==> src/hw/rtl/frbp_pkg.sv <==
// ----------------------------------------------------------------------------
// frbp_pkg
// codes, command type and helpers for the free buffer ring
// ----------------------------------------------------------------------------
`default_nettype none

package frbp_pkg;

  localparam int COUNT_W    = 5;
  localparam int BYTES_W    = 21;
  localparam int PEER_IN_W  = 3;
  localparam int OFFSET_W   = 31;
  localparam int SLOT_DATA_W = 32;
  localparam int QUEUE_DEPTH = 2;

  localparam logic REG_BUFFER_COUNT = 1'b0;
  localparam logic REG_BUFFER_BYTES = 1'b1;

  localparam logic [1:0] OP_RESTART = 2'd0;
  localparam logic [1:0] OP_TAKE    = 2'd1;
  localparam logic [1:0] OP_RETURN  = 2'd2;

  localparam logic [1:0] ST_OK        = 2'd0;
  localparam logic [1:0] ST_EMPTY     = 2'd1;
  localparam logic [1:0] ST_TOO_LARGE = 2'd2;
  localparam logic [1:0] ST_DISABLED  = 2'd3;

  localparam logic [1:0] CMD_RESTART = 2'd0;
  localparam logic [1:0] CMD_TAKE    = 2'd1;
  localparam logic [1:0] CMD_RETURN  = 2'd2;
  localparam logic [1:0] CMD_REPLY   = 2'd3;

  typedef struct packed {
    logic [1:0]          kind;
    logic [1:0]          status;
    logic [PEER_IN_W-1:0] peer;
    logic [OFFSET_W-1:0] offset;
  } cmd_t;

  // ring length in use, saturated at the ring size
  function automatic logic [COUNT_W-1:0] active_len(input logic [COUNT_W-1:0] count,
                                                    input int slots);
    if (int'(count) > slots) begin
      return COUNT_W'(slots);
    end
    return count;
  endfunction

endpackage

`default_nettype wire

==> src/hw/rtl/frbp_queue.sv <==
// ----------------------------------------------------------------------------
// frbp_queue
// short command queue between the classifier and the ring engine
// ----------------------------------------------------------------------------
`default_nettype none

module frbp_queue (
  input  wire logic          clk,
  input  wire logic          rst,
  input  wire logic          push_valid,
  output logic               push_ready,
  input  frbp_pkg::cmd_t     push_cmd,
  output logic               pop_valid,
  input  wire logic          pop,
  output frbp_pkg::cmd_t     pop_cmd
);
  import frbp_pkg::*;

  localparam int PTR_W = (QUEUE_DEPTH > 1) ? $clog2(QUEUE_DEPTH) : 1;
  localparam int CNT_W = $clog2(QUEUE_DEPTH + 1);

  cmd_t             entries [QUEUE_DEPTH];
  logic [PTR_W-1:0] wr_ptr;
  logic [PTR_W-1:0] rd_ptr;
  logic [CNT_W-1:0] fill;
  logic             do_push;
  logic             do_pop;

  assign push_ready = (int'(fill) < QUEUE_DEPTH);
  assign pop_valid  = (fill != '0);
  assign pop_cmd    = entries[rd_ptr];
  assign do_push    = push_valid && push_ready;
  assign do_pop     = pop && pop_valid;

  always_ff @(posedge clk) begin
    if (do_push) begin
      entries[wr_ptr] <= push_cmd;
    end
  end

  always_ff @(posedge clk) begin
    if (rst) begin
      wr_ptr <= '0;
      rd_ptr <= '0;
      fill   <= '0;
    end else begin
      if (do_push) begin
        wr_ptr <= (int'(wr_ptr) == QUEUE_DEPTH - 1) ? '0 : PTR_W'(wr_ptr + 1'b1);
      end
      if (do_pop) begin
        rd_ptr <= (int'(rd_ptr) == QUEUE_DEPTH - 1) ? '0 : PTR_W'(rd_ptr + 1'b1);
      end
      case ({do_push, do_pop})
        2'b10: fill <= CNT_W'(fill + 1'b1);
        2'b01: fill <= CNT_W'(fill - 1'b1);
        default: fill <= fill;
      endcase
    end
  end

endmodule

`default_nettype wire

==> src/hw/rtl/frbp_front.sv <==
// ----------------------------------------------------------------------------
// frbp_front
// classifies incoming items and settles the checks that need no ring state
// ----------------------------------------------------------------------------
`default_nettype none

module frbp_front #(
  parameter int PEERS      = 8,
  parameter int RING_SLOTS = 16
) (
  input  wire logic [1:0]                    op,
  input  wire logic [frbp_pkg::PEER_IN_W-1:0] peer,
  input  wire logic [frbp_pkg::BYTES_W-1:0]  msg_bytes,
  input  wire logic [frbp_pkg::OFFSET_W-1:0] return_offset,
  input  wire logic [frbp_pkg::COUNT_W-1:0]  buffer_count,
  input  wire logic [frbp_pkg::BYTES_W-1:0]  buffer_bytes,
  output frbp_pkg::cmd_t                     cmd
);
  import frbp_pkg::*;

  logic [COUNT_W-1:0] ring_len;

  assign ring_len = active_len(buffer_count, RING_SLOTS);

  always_comb begin
    cmd.kind   = CMD_REPLY;
    cmd.status = ST_OK;
    cmd.peer   = peer;
    cmd.offset = return_offset;
    if (int'(peer) >= PEERS) begin
      cmd.status = ST_DISABLED;
    end else begin
      case (op)
        OP_RESTART: cmd.kind = CMD_RESTART;
        OP_TAKE: begin
          if (ring_len == '0) begin
            cmd.status = ST_DISABLED;
          end else if (msg_bytes > buffer_bytes) begin
            cmd.status = ST_TOO_LARGE;
          end else begin
            cmd.kind = CMD_TAKE;
          end
        end
        OP_RETURN: begin
          if (ring_len == '0) begin
            cmd.status = ST_DISABLED;
          end else begin
            cmd.kind = CMD_RETURN;
          end
        end
        default: cmd.status = ST_OK;
      endcase
    end
  end

endmodule

`default_nettype wire

==> src/hw/rtl/frbp_back.sv <==
// ----------------------------------------------------------------------------
// frbp_back
// ring engine: slot memory, per-peer indices and phases, result register
// ----------------------------------------------------------------------------
`default_nettype none

module frbp_back #(
  parameter int PEERS      = 8,
  parameter int RING_SLOTS = 16
) (
  input  wire logic                          clk,
  input  wire logic                          rst,
  input  frbp_pkg::cmd_t                     cmd,
  input  wire logic                          cmd_valid,
  output logic                               cmd_pop,
  input  wire logic [frbp_pkg::COUNT_W-1:0]  buffer_count,
  input  wire logic [frbp_pkg::BYTES_W-1:0]  buffer_bytes,
  output logic                               out_valid,
  input  wire logic                          out_ready,
  output logic [1:0]                         status,
  output logic [frbp_pkg::OFFSET_W-1:0]      buffer_offset
);
  import frbp_pkg::*;

  localparam int PEER_W    = (PEERS > 1) ? $clog2(PEERS) : 1;
  localparam int SLOT_W    = (RING_SLOTS > 1) ? $clog2(RING_SLOTS) : 1;
  localparam int ADDR_W    = PEER_W + SLOT_W;
  localparam int MEM_DEPTH = PEERS * (1 << SLOT_W);

  localparam logic [1:0] S_IDLE = 2'd0;
  localparam logic [1:0] S_READ = 2'd1;
  localparam logic [1:0] S_FILL = 2'd2;

  logic [SLOT_DATA_W-1:0] ring_mem [MEM_DEPTH];
  logic [SLOT_DATA_W-1:0] rd_data;

  logic [SLOT_W-1:0] take_index   [PEERS];
  logic [SLOT_W-1:0] return_index [PEERS];
  logic              take_phase   [PEERS];
  logic              return_phase [PEERS];

  logic [1:0]          state;
  logic [PEER_W-1:0]   cur_peer;
  logic [SLOT_W-1:0]   fill_slot;
  logic [OFFSET_W-1:0] fill_value;

  logic [COUNT_W-1:0]     ring_len;
  logic                   out_free;
  logic                   out_load;
  logic [PEER_W-1:0]      pop_peer;
  logic [SLOT_W-1:0]      ret_idx;
  logic                   ret_wrap;
  logic [SLOT_W-1:0]      ret_idx_next;
  logic [SLOT_W-1:0]      tk_idx;
  logic                   tk_wrap;
  logic [SLOT_W-1:0]      tk_idx_next;
  logic                   tk_match;
  logic                   fill_last;
  logic                   mem_we;
  logic [ADDR_W-1:0]      mem_waddr;
  logic [SLOT_DATA_W-1:0] mem_wdata;

  assign ring_len = active_len(buffer_count, RING_SLOTS);
  assign out_free = !out_valid || out_ready;
  assign cmd_pop  = cmd_valid && (state == S_IDLE) && out_free;
  assign pop_peer = PEER_W'(cmd.peer);

  // index step within the active length, wrap flips the phase
  assign ret_idx      = return_index[pop_peer];
  assign ret_wrap     = !(int'(ret_idx) < int'(ring_len) - 1);
  assign ret_idx_next = ret_wrap ? '0 : SLOT_W'(ret_idx + 1'b1);

  assign tk_idx      = take_index[cur_peer];
  assign tk_wrap     = !(int'(tk_idx) < int'(ring_len) - 1);
  assign tk_idx_next = tk_wrap ? '0 : SLOT_W'(tk_idx + 1'b1);
  assign tk_match    = (rd_data[SLOT_DATA_W-1] == take_phase[cur_peer]);

  assign fill_last = !(int'(fill_slot) < int'(ring_len) - 1);

  // a result is loaded in this cycle
  always_comb begin
    case (state)
      S_IDLE: out_load = cmd_pop && (cmd.kind != CMD_TAKE) &&
                         !((cmd.kind == CMD_RESTART) && (ring_len != '0));
      S_READ: out_load = 1'b1;
      S_FILL: out_load = fill_last;
      default: out_load = 1'b0;
    endcase
  end

  always_comb begin
    mem_we    = 1'b0;
    mem_waddr = {cur_peer, fill_slot};
    mem_wdata = {1'b0, fill_value};
    if (state == S_FILL) begin
      mem_we = 1'b1;
    end else if (cmd_pop && (cmd.kind == CMD_RETURN)) begin
      mem_we    = 1'b1;
      mem_waddr = {pop_peer, ret_idx};
      mem_wdata = {return_phase[pop_peer], cmd.offset};
    end
  end

  always_ff @(posedge clk) begin
    if (mem_we) begin
      ring_mem[mem_waddr] <= mem_wdata;
    end
  end

  always_ff @(posedge clk) begin
    if (cmd_pop && (cmd.kind == CMD_TAKE)) begin
      rd_data <= ring_mem[{pop_peer, take_index[pop_peer]}];
    end
  end

  always_ff @(posedge clk) begin
    if (rst) begin
      state     <= S_IDLE;
      out_valid <= 1'b0;
      for (int p = 0; p < PEERS; p++) begin
        take_index[p]   <= '0;
        return_index[p] <= '0;
        take_phase[p]   <= 1'b0;
        return_phase[p] <= 1'b1;
      end
    end else begin
      if (out_load) begin
        out_valid <= 1'b1;
      end else if (out_ready) begin
        out_valid <= 1'b0;
      end
      case (state)
        S_IDLE: begin
          if (cmd_pop) begin
            cur_peer <= pop_peer;
            case (cmd.kind)
              CMD_RESTART: begin
                take_index[pop_peer]   <= '0;
                return_index[pop_peer] <= '0;
                take_phase[pop_peer]   <= 1'b0;
                return_phase[pop_peer] <= 1'b1;
                fill_slot              <= '0;
                fill_value             <= '0;
                if (ring_len == '0) begin
                  status        <= ST_OK;
                  buffer_offset <= '0;
                end else begin
                  state <= S_FILL;
                end
              end
              CMD_TAKE: state <= S_READ;
              CMD_RETURN: begin
                return_index[pop_peer] <= ret_idx_next;
                if (ret_wrap) begin
                  return_phase[pop_peer] <= !return_phase[pop_peer];
                end
                status        <= ST_OK;
                buffer_offset <= '0;
              end
              default: begin
                status        <= cmd.status;
                buffer_offset <= '0;
              end
            endcase
          end
        end
        S_READ: begin
          state <= S_IDLE;
          if (tk_match) begin
            status                <= ST_OK;
            buffer_offset         <= rd_data[OFFSET_W-1:0];
            take_index[cur_peer]  <= tk_idx_next;
            if (tk_wrap) begin
              take_phase[cur_peer] <= !take_phase[cur_peer];
            end
          end else begin
            status        <= ST_EMPTY;
            buffer_offset <= '0;
          end
        end
        S_FILL: begin
          fill_slot  <= SLOT_W'(fill_slot + 1'b1);
          fill_value <= OFFSET_W'(fill_value + OFFSET_W'(buffer_bytes));
          if (fill_last) begin
            state         <= S_IDLE;
            status        <= ST_OK;
            buffer_offset <= '0;
          end
        end
        default: state <= S_IDLE;
      endcase
    end
  end

endmodule

`default_nettype wire

==> src/hw/rtl/free_buffer_ring_with_phase_bit.sv <==
// take reads the slot, then compares its phase bit; return writes the slot; restart fills
//   one slot a cycle, n slots where n is buffer_count capped at RING_SLOTS; restart on a
//   disabled ring and rejected items load the result directly; a new item starts only when
//   the engine is idle and its result register is free
// reset: indices and take phases clear, return phases set, queue and result empty;
//   slot memory is not cleared; the block has no check, the user must restart each peer before use
// ----------------------------------------------------------------------------
// free_buffer_ring_with_phase_bit
// per-peer rings of free buffer offsets with a phase bit in each slot
// ----------------------------------------------------------------------------
`default_nettype none

module free_buffer_ring_with_phase_bit #(
  parameter int PEERS      = 8,
  parameter int RING_SLOTS = 16
) (
  input  wire logic                          clk,
  input  wire logic                          rst,
  input  wire logic                          cfg_we,
  input  wire logic                          cfg_index,
  input  wire logic [frbp_pkg::BYTES_W-1:0]  cfg_data,
  input  wire logic                          in_valid,
  output logic                               in_ready,
  input  wire logic [1:0]                    op,
  input  wire logic [frbp_pkg::PEER_IN_W-1:0] peer,
  input  wire logic [frbp_pkg::BYTES_W-1:0]  msg_bytes,
  input  wire logic [frbp_pkg::OFFSET_W-1:0] return_offset,
  output logic                               out_valid,
  input  wire logic                          out_ready,
  output logic [1:0]                         status,
  output logic [frbp_pkg::OFFSET_W-1:0]      buffer_offset
);
  import frbp_pkg::*;

  logic [COUNT_W-1:0] buffer_count;
  logic [BYTES_W-1:0] buffer_bytes;
  cmd_t               front_cmd;
  cmd_t               queue_cmd;
  logic               queue_valid;
  logic               queue_pop;

  always_ff @(posedge clk) begin
    if (rst) begin
      buffer_count <= COUNT_W'(16);
      buffer_bytes <= BYTES_W'(16384);
    end else if (cfg_we) begin
      case (cfg_index)
        REG_BUFFER_COUNT: buffer_count <= cfg_data[COUNT_W-1:0];
        REG_BUFFER_BYTES: buffer_bytes <= cfg_data;
        default: buffer_count <= buffer_count;
      endcase
    end
  end

  frbp_front #(
    .PEERS      (PEERS),
    .RING_SLOTS (RING_SLOTS)
  ) u_front (
    .op            (op),
    .peer          (peer),
    .msg_bytes     (msg_bytes),
    .return_offset (return_offset),
    .buffer_count  (buffer_count),
    .buffer_bytes  (buffer_bytes),
    .cmd           (front_cmd)
  );

  frbp_queue u_queue (
    .clk        (clk),
    .rst        (rst),
    .push_valid (in_valid),
    .push_ready (in_ready),
    .push_cmd   (front_cmd),
    .pop_valid  (queue_valid),
    .pop        (queue_pop),
    .pop_cmd    (queue_cmd)
  );

  frbp_back #(
    .PEERS      (PEERS),
    .RING_SLOTS (RING_SLOTS)
  ) u_back (
    .clk           (clk),
    .rst           (rst),
    .cmd           (queue_cmd),
    .cmd_valid     (queue_valid),
    .cmd_pop       (queue_pop),
    .buffer_count  (buffer_count),
    .buffer_bytes  (buffer_bytes),
    .out_valid     (out_valid),
    .out_ready     (out_ready),
    .status        (status),
    .buffer_offset (buffer_offset)
  );

endmodule

`default_nettype wire

==> config.mk <==
export PLATFORM = sky130hd
export DESIGN_NAME = free_buffer_ring_with_phase_bit
export DESIGN_NICKNAME = d
export VERILOG_FILES = /design/src/hw/rtl/frbp_pkg.sv /design/src/hw/rtl/frbp_queue.sv /design/src/hw/rtl/frbp_front.sv /design/src/hw/rtl/frbp_back.sv /design/src/hw/rtl/free_buffer_ring_with_phase_bit.sv
export SDC_FILE = /design/constraint.sdc
export NUM_CORES = 2
export LEC_CHECK = 0
export BUFFER_PORTS_ARGS = -buffer_cell sky130_fd_sc_hd__buf_2
export CAP_MARGIN = 0
export CELL_PAD_IN_SITES_DETAIL_PLACEMENT = 1
export CELL_PAD_IN_SITES_GLOBAL_PLACEMENT = 1
export CORE_UTILIZATION = 40
export CTS_BUF_LIST = sky130_fd_sc_hd__clkbuf_2
export DETAILED_ROUTE_END_ITERATION = 16
export PLACE_DENSITY_LB_ADDON = 0.1
export SKIP_LAST_GASP = 1
export SLEW_MARGIN = 10
export SYNTH_ARGS = -nofsm -noshare
export SYNTH_HDL_FRONTEND = slang
export SYNTH_MEMORY_MAX_BITS = 65536
export SYNTH_SLANG_ARGS = --single-unit
export TNS_END_PERCENT = 50
==> constraint.sdc <==
create_clock -name clk -period 16.6 [get_ports clk]
set_input_delay 2.49 -clock clk [delete_from_list [all_inputs] [get_ports clk]]
set_output_delay 2.49 -clock clk [all_outputs]
set_load 0.01 [all_outputs]
Yosys cells after proc, flatten, opt, wreduce, memory -nomap -nowiden. Memories as Yosys holds them, arrays and structs flattened. A register that Yosys moved wholly into a read port is not among the register bits. Cells that the tools add are included.

Bits in registers: 104. Bits in latches: 0. Memory bits (writable): 4252. ROM bits: 0. Input bits: 84. Output and inout bits: 35. Word-level logic and storage cells: 193. Memories kept: 6.

Memory list: u_back.ring_mem (depth 128, bits a word 32, rd ports 1, clocked after memory_dff 1, write ports 1, line frbp_back.sv:34) `logic [SLOT_DATA_W-1:0] ring_mem [MEM_DEPTH];`; u_queue.entries (depth 2, bits a word 38, rd ports 1, clocked after memory_dff 1, write ports 1, line frbp_queue.sv:22) `cmd_t entries [QUEUE_DEPTH];`; u_back.return_index (depth 8, bits a word 4, rd ports 1, clocked after memory_dff 0, write ports 8, line frbp_back.sv:38) `logic [SLOT_W-1:0] return_index [PEERS];`; u_back.take_index (depth 8, bits a word 4, rd ports 2, clocked after memory_dff 1, write ports 8, line frbp_back.sv:37) `logic [SLOT_W-1:0] take_index [PEERS];`; u_back.return_phase (depth 8, bits a word 1, rd ports 1, clocked after memory_dff 0, write ports 8, line frbp_back.sv:40) `logic return_phase [PEERS];`; u_back.take_phase (depth 8, bits a word 1, rd ports 1, clocked after memory_dff 1, write ports 8, line frbp_back.sv:39) `logic take_phase [PEERS];`.

$add $sub $neg: 9. Multipliers: 0. Div/mod/pow operators: 0. Order comparisons: 6. Equal/unequal tests: 17. Shift operators: 0. Muxes and demuxes: 102. Bitwise operators: 4. Reductions and logical operators: 37.

Operators by type and width (count): $mux W31 (6); $pmux W31 S2 (2); $lt A5 B32 Y1 (3); $pmux W31 S3 (1); $mux W32 (2); $mux W1 (52); $mux W4 (8); $add A31 B21 Y31 (1); $mux W3 (8); $gt A21 B21 Y1 (1); $mux W2 (10); $pmux W2 S3 (3); $pmux W2 S2 (4); $mux W7 (2); $add A4 B1 Y4 const B (3); $reduce_or A4 Y1 (3); $mux W5 (2); $logic_and A1 B1 Y1 (9); $ne A3 B3 Y1 const B (3); $eq A2 B1 Y1 const B (4); $eq A2 B2 Y1 const B (4); $pmux W4 S2 (1); $reduce_and A4 Y1 (2); $reduce_bool A2 Y1 (4); other kinds (22) (37).

Depth between registers and ports, before layout.
Depth in word-level cells: 14. Gate-level depth with buffers: 17.

Modules after synthesis. Synthesis repeated with hierarchy kept, for this count alone.

Cell total of the unflattened synthesis: 11954. Area total of the unflattened synthesis: 175180.5 um^2.

By module, submodules not included: frbp_back (times used 1, cells each 11570, area each 170134.4 um^2, sequential area each 128533.3 um^2); frbp_queue (times used 1, cells each 141, area each 2947.8 um^2, sequential area each 2382.3 um^2); free_buffer_ring_with_phase_bit (times used 1, cells each 115, area each 1197.4 um^2, sequential area each 520.5 um^2); frbp_front (times used 1, cells each 128, area each 900.9 um^2, sequential area each 0.0 um^2).

Least setup slack after synthesis. Ideal clock, no wire load.

Kind: in2reg. Start: input port out_ready. End: memory u_back.ring_mem[0][23], data pin. Library setup time: 1.197 ns. Arrival: 8.895 ns. Data required time: 15.403 ns. Path slack: 6.508 ns. Stages on the path: 9. Cells stage by stage: nor2b_1 > or2_2 > clkbuf_1 > nor3_1 > nand2_1 > clkbuf_1 > clkbuf_1 > clkbuf_1 > o21ai_0.

Word-level cells in the longest chain between the ends: 5.

Ends and longest elaborated chain: start, declared (line free_buffer_ring_with_phase_bit.sv:29) `input wire logic out_ready,`; $logic_or A1 B1 Y1 (line frbp_back.sv:64) `assign out_free = !out_valid || out_ready;`; $logic_and A1 B1 Y1 (line frbp_back.sv:65) `assign cmd_pop = cmd_valid && (state == S_IDLE) && out_free;`; $logic_and A1 B1 Y1 (line frbp_back.sv:97) `end else if (cmd_pop && (cmd.kind == CMD_RETURN)) begin`; $mux W32 (line frbp_back.sv:97); $mux W32 (line frbp_back.sv:95) `if (state == S_FILL) begin`; net u_back.mem_wdata[23] (line frbp_back.sv:61) `logic [SLOT_DATA_W-1:0] mem_wdata;`; end, declared (line frbp_back.sv:34).

The timed path passes the listed nets, and every way through them passes these cells.

==> metrics.md <==
| Metric | Value |
|---|---|
| Outcome | `complete, no violations` |
| Final #Nets | `between 10,000 and 15,000` |
| Pin count of the biggest net entering global routing | `~150` |
| Async S/R FF share, synth | `0%` |
| Routability cong. | `0.873` |
| Number of H-tree levels | `7` |
| Hold crit path type | `in2reg` |
| Post-detail-place hpwl | `387,000 um` |
| Core area | `431,000 um2` |
| Mapped cell area | `between 150,000 and 200,000 um2` |
| Syn_nets | `11,761` |
| Post-layout minimum cycle time | `8030 ps` |
| Count of flip-flops with a built-in enable after synthesis | `4,347` |
| Cells after Synth | `11,613` |
| Static Leakage | `67.4 nW` |
| Post-route DRC | `0` |
| First-pass GRT wire length | `896,000 um` |
| DR WL/cell | `33.7 um` |
| DIE AREA | `436,000 um2` |
| Max Cap Violations | `0` |
| Final Non-Filler Cells | `19,287` |
| R2R setup slack | `8570 ps` |
| Site Rows | `241` |
| CTS Buf Count | `approximately 1,200` |
| I/O pin count | `~120` |
| Crit-path cells | `mux2i_4 -> buf_4 -> inv_2 -> mux2i_1 -> a32oi_4 -> buf_4 -> nand2_4 -> buf_12 -> buf_4 -> mux2i_1 -> a211oi_1 -> a211oi_1 -> nand4_1 -> or4_1` |
| Starting Density | `40.2%` |
| Peak Freq | `roughly 120 MHz` |
| Max VDD drop | `0.120 mV` |
| Setup-failing EPs final | `0` |
| Area growth from synthesis to layout | `12.3%` |
| Yosys synthesis warning count | `0` |
| Pwr per Cell Area | `158 nW/um2` |
| Root buffer selected by CTS | `clkbuf_2` |
| Final instance area | `approximately 200,000 um2` |
| RSZ-0062 raised after global routing | `no` |
| Routed vias/inst | `5.90` |
| Die Y | `660 um` |
| Postcts setup bufs | `0` |
| DP Cell Count | `approximately 17,000` |
| Worst setup SP type | `flop` |
| Post-synth top flop | `edfxtp_1` |
| Period utilization | `48.4%` |
| Clock Latency Late Sink | `~2400 ps` |
| Setup Skew | `215 ps` |
| Syn avg cell area | `14.9 um2` |
| Seq/Total Area, Yosys | `around three quarters` |
| Die X | `~660 um` |
| Crit Path Max Fanout | `123` |
| DP Area | `184,000 um2` |
| Port Buffers | `about 120` |
| Vias | `113,769` |
| Setup crit end kind | `flop` |
| GRT Residual Overflow | `0` |
| PnR Total Power | `30.7 mW` |
| Critical path's top delay family | `simple AND/OR/NAND/NOR gates` |
| Routed Antenna Nets | `0` |
| Number of global-route vias before repair | `115,279` |
| CTS sink count | `4,392` |
| Worst EP required | `18,640 ps` |
| Clock slew at reported path FFs | `about 120 ps` |
| Post-CTS Resized | `0` |
| CP dominant cell by count | `buf_4` |
| DRT iter0 DRCs | `13,534` |
| Setup TNS | `0 ps` |
| Critical-path top delay cell | `a211oi_1` |
| Distinct cells, synth | `79` |
| Critical Path Max Stage Delay | `1190 ps` |
| Final Hold Viols | `0` |
| Post-synthesis register bit count | `4,392` |
| Critical path class | `reg2reg` |
| Crit path arrival time | `10,070 ps` |
| Clk buf depth | `5` |
| Wire length after detailed routing | `651,000 um` |
| Crit path buf inv count | `5` |
| TritonCTS clock tree | `yes` |
| Gr usage total | `29.5%` |
| Pins Over Slew Limit | `0` |
| Number of iterations in the first detailed-routing pass | `8` |
| Layout cells sized above 1 | `21.0%` |
| Antenna violations before repair | `92` |
| CTS Hold Bufs | `0` |
| Slew margin rel. | `2.95%` |
| Worst-margin pin slew | `1450 ps` |
==> Yosys cell counts (all sizes together) (27+ instances only) <==
library cell  number  area (um2)
buf              227        1070
dfxtp             45         901
o21ai            107         536
a2111oi          102        1130
a211oi           634        4760
nor4             166        1040
nor2             321        1200
nand3            220        1100
or3               27         169
mux2i            638        6400
a21oi            678        3390
a31oi            109         682
or4               34         255
o22ai            121         757
a311oi            33         289
nand2           2230        8370
inv               55         206
and2              37         231
a32oi             69         604
nand4             78         488
a221oi            30         263
edfxtp          4347      131000
nor3              31         155
mux4              76        1710
clkbuf           513        1930
and3             370        2310
nand2b            32         200
ha                63         788
o2111ai           32         280
==> layer usage <==
layer	wire length (um)	GRT usage [%]	vias up
met3	53500	6.54	953
met2	299000	45.7	5237
met5	184	0	-
met4	25000	12.8	26
met1	273000	40.1	59974
li1	-	-	47579
==> layout make-up <==
class / count / area, um2
clock buffer: 1760 / 8810
antenna: 158 / 395
timing repair buffer: 549 / 4250
clock inverter: 237 / 1510
tap: 5710 / 7140
fill: 43481 / 237000
sequential: 4392 / 131000
inverter: 56 / 210
multi-input combinational: 6425 / 40900
==> logic make-up after synthesis <==
group           synth area share [%]
compound gates                  7.79
simple gates                    9.17
buf+inv                         1.85
mux                             4.71
fa+ha+maj                      0.466
flops                           75.8
xor+xnor                       0.182
==> through the flow <==
step	util (%)	hold WS, ps	worst slack (ps)
after floorplan	-	435	6510
after global placement	42.5	447	8330
after detailed placement	42.7	450	8480
after CTS	45.0	33.8	8570
after global routing	45.1	121	8260
final	45.1	353	8570
==> worst register-to-register path, delay by kind of cell (launching register included) <==
family	cells	cell delay [ps]
compound gates	3	1380
mux	3	970
simple gates	3	2520
flops	1	570
buf+inv	5	2390
==> cell usage in the layout, fill, tap and decap left out, types with 28 or more instances in the layout <==
master / synthesis / layout
edfxtp_1: 4347 / 4347
o22ai_1: 121 / 121
mux2i_1: 637 / 636
a31oi_1: 109 / 109
a21oi_1: 678 / 678
and2_1: 37 / 37
mux4_2: 76 / 76
a211oi_1: 633 / 625
a221oi_1: 30 / 30
buf_2: 123 / 118
a32oi_1: 69 / 67
nor2_4: 0 / 136
o21ai_0: 103 / 71
nand3_1: 220 / 210
inv_2: 1 / 28
o21ai_4: 0 / 34
clkinv_1: 1 / 167
inv_1: 54 / 54
a2111oi_1: 24 / 32
nor2_1: 321 / 181
a2111oi_0: 45 / 30
nand2_1: 2230 / 2222
dfxtp_1: 45 / 44
nor4_1: 165 / 119
a2111oi_2: 33 / 40
clkbuf_2: 0 / 1760
nand4_1: 78 / 78
nor4_2: 1 / 45
ha_1: 63 / 63
or4_1: 34 / 34
and3_1: 370 / 369
nand2b_1: 32 / 30
buf_4: 6 / 394
diode_2: 0 / 158
buf_12: 0 / 28
==> power by group <==
group | total, mW | internal [mW] | switching (mW) | leakage (nW)
registers | 13.4 | 13.2 | 0.152 | 39.7
logic | 9.60 | 2.23 | 7.37 | 19.6
clock network | 7.70 | 3.13 | 4.57 | 8.08
==> flip-flops by register name (all words and copies together), names as in the netlist, 3 cells and up, named ones only <==
register and cells:
u_back.ring_mem 4096, u_queue.entries 76, u_back.rd_data 32, u_back.return_index 32, u_back.take_index 32, u_back.buffer_offset 31, u_back.fill_value 31, buffer_bytes 21
u_back.return_phase 8, u_back.take_phase 8, buffer_count 5, u_back.fill_slot 4, u_back.cur_peer 3
==> path summary, 6_finish.rpt <==
kind	cells past startpoint	from	to
max reg2reg	14	flop	u_back.rd_data[22]
min reg2reg	2	u_back.return_phase[2]	u_back.return_phase[2]
min	1	return_offset[5]	u_queue.entries[0][5]
max	14	flop	u_back.rd_data[22]
(Power assumes the default switching activity.)
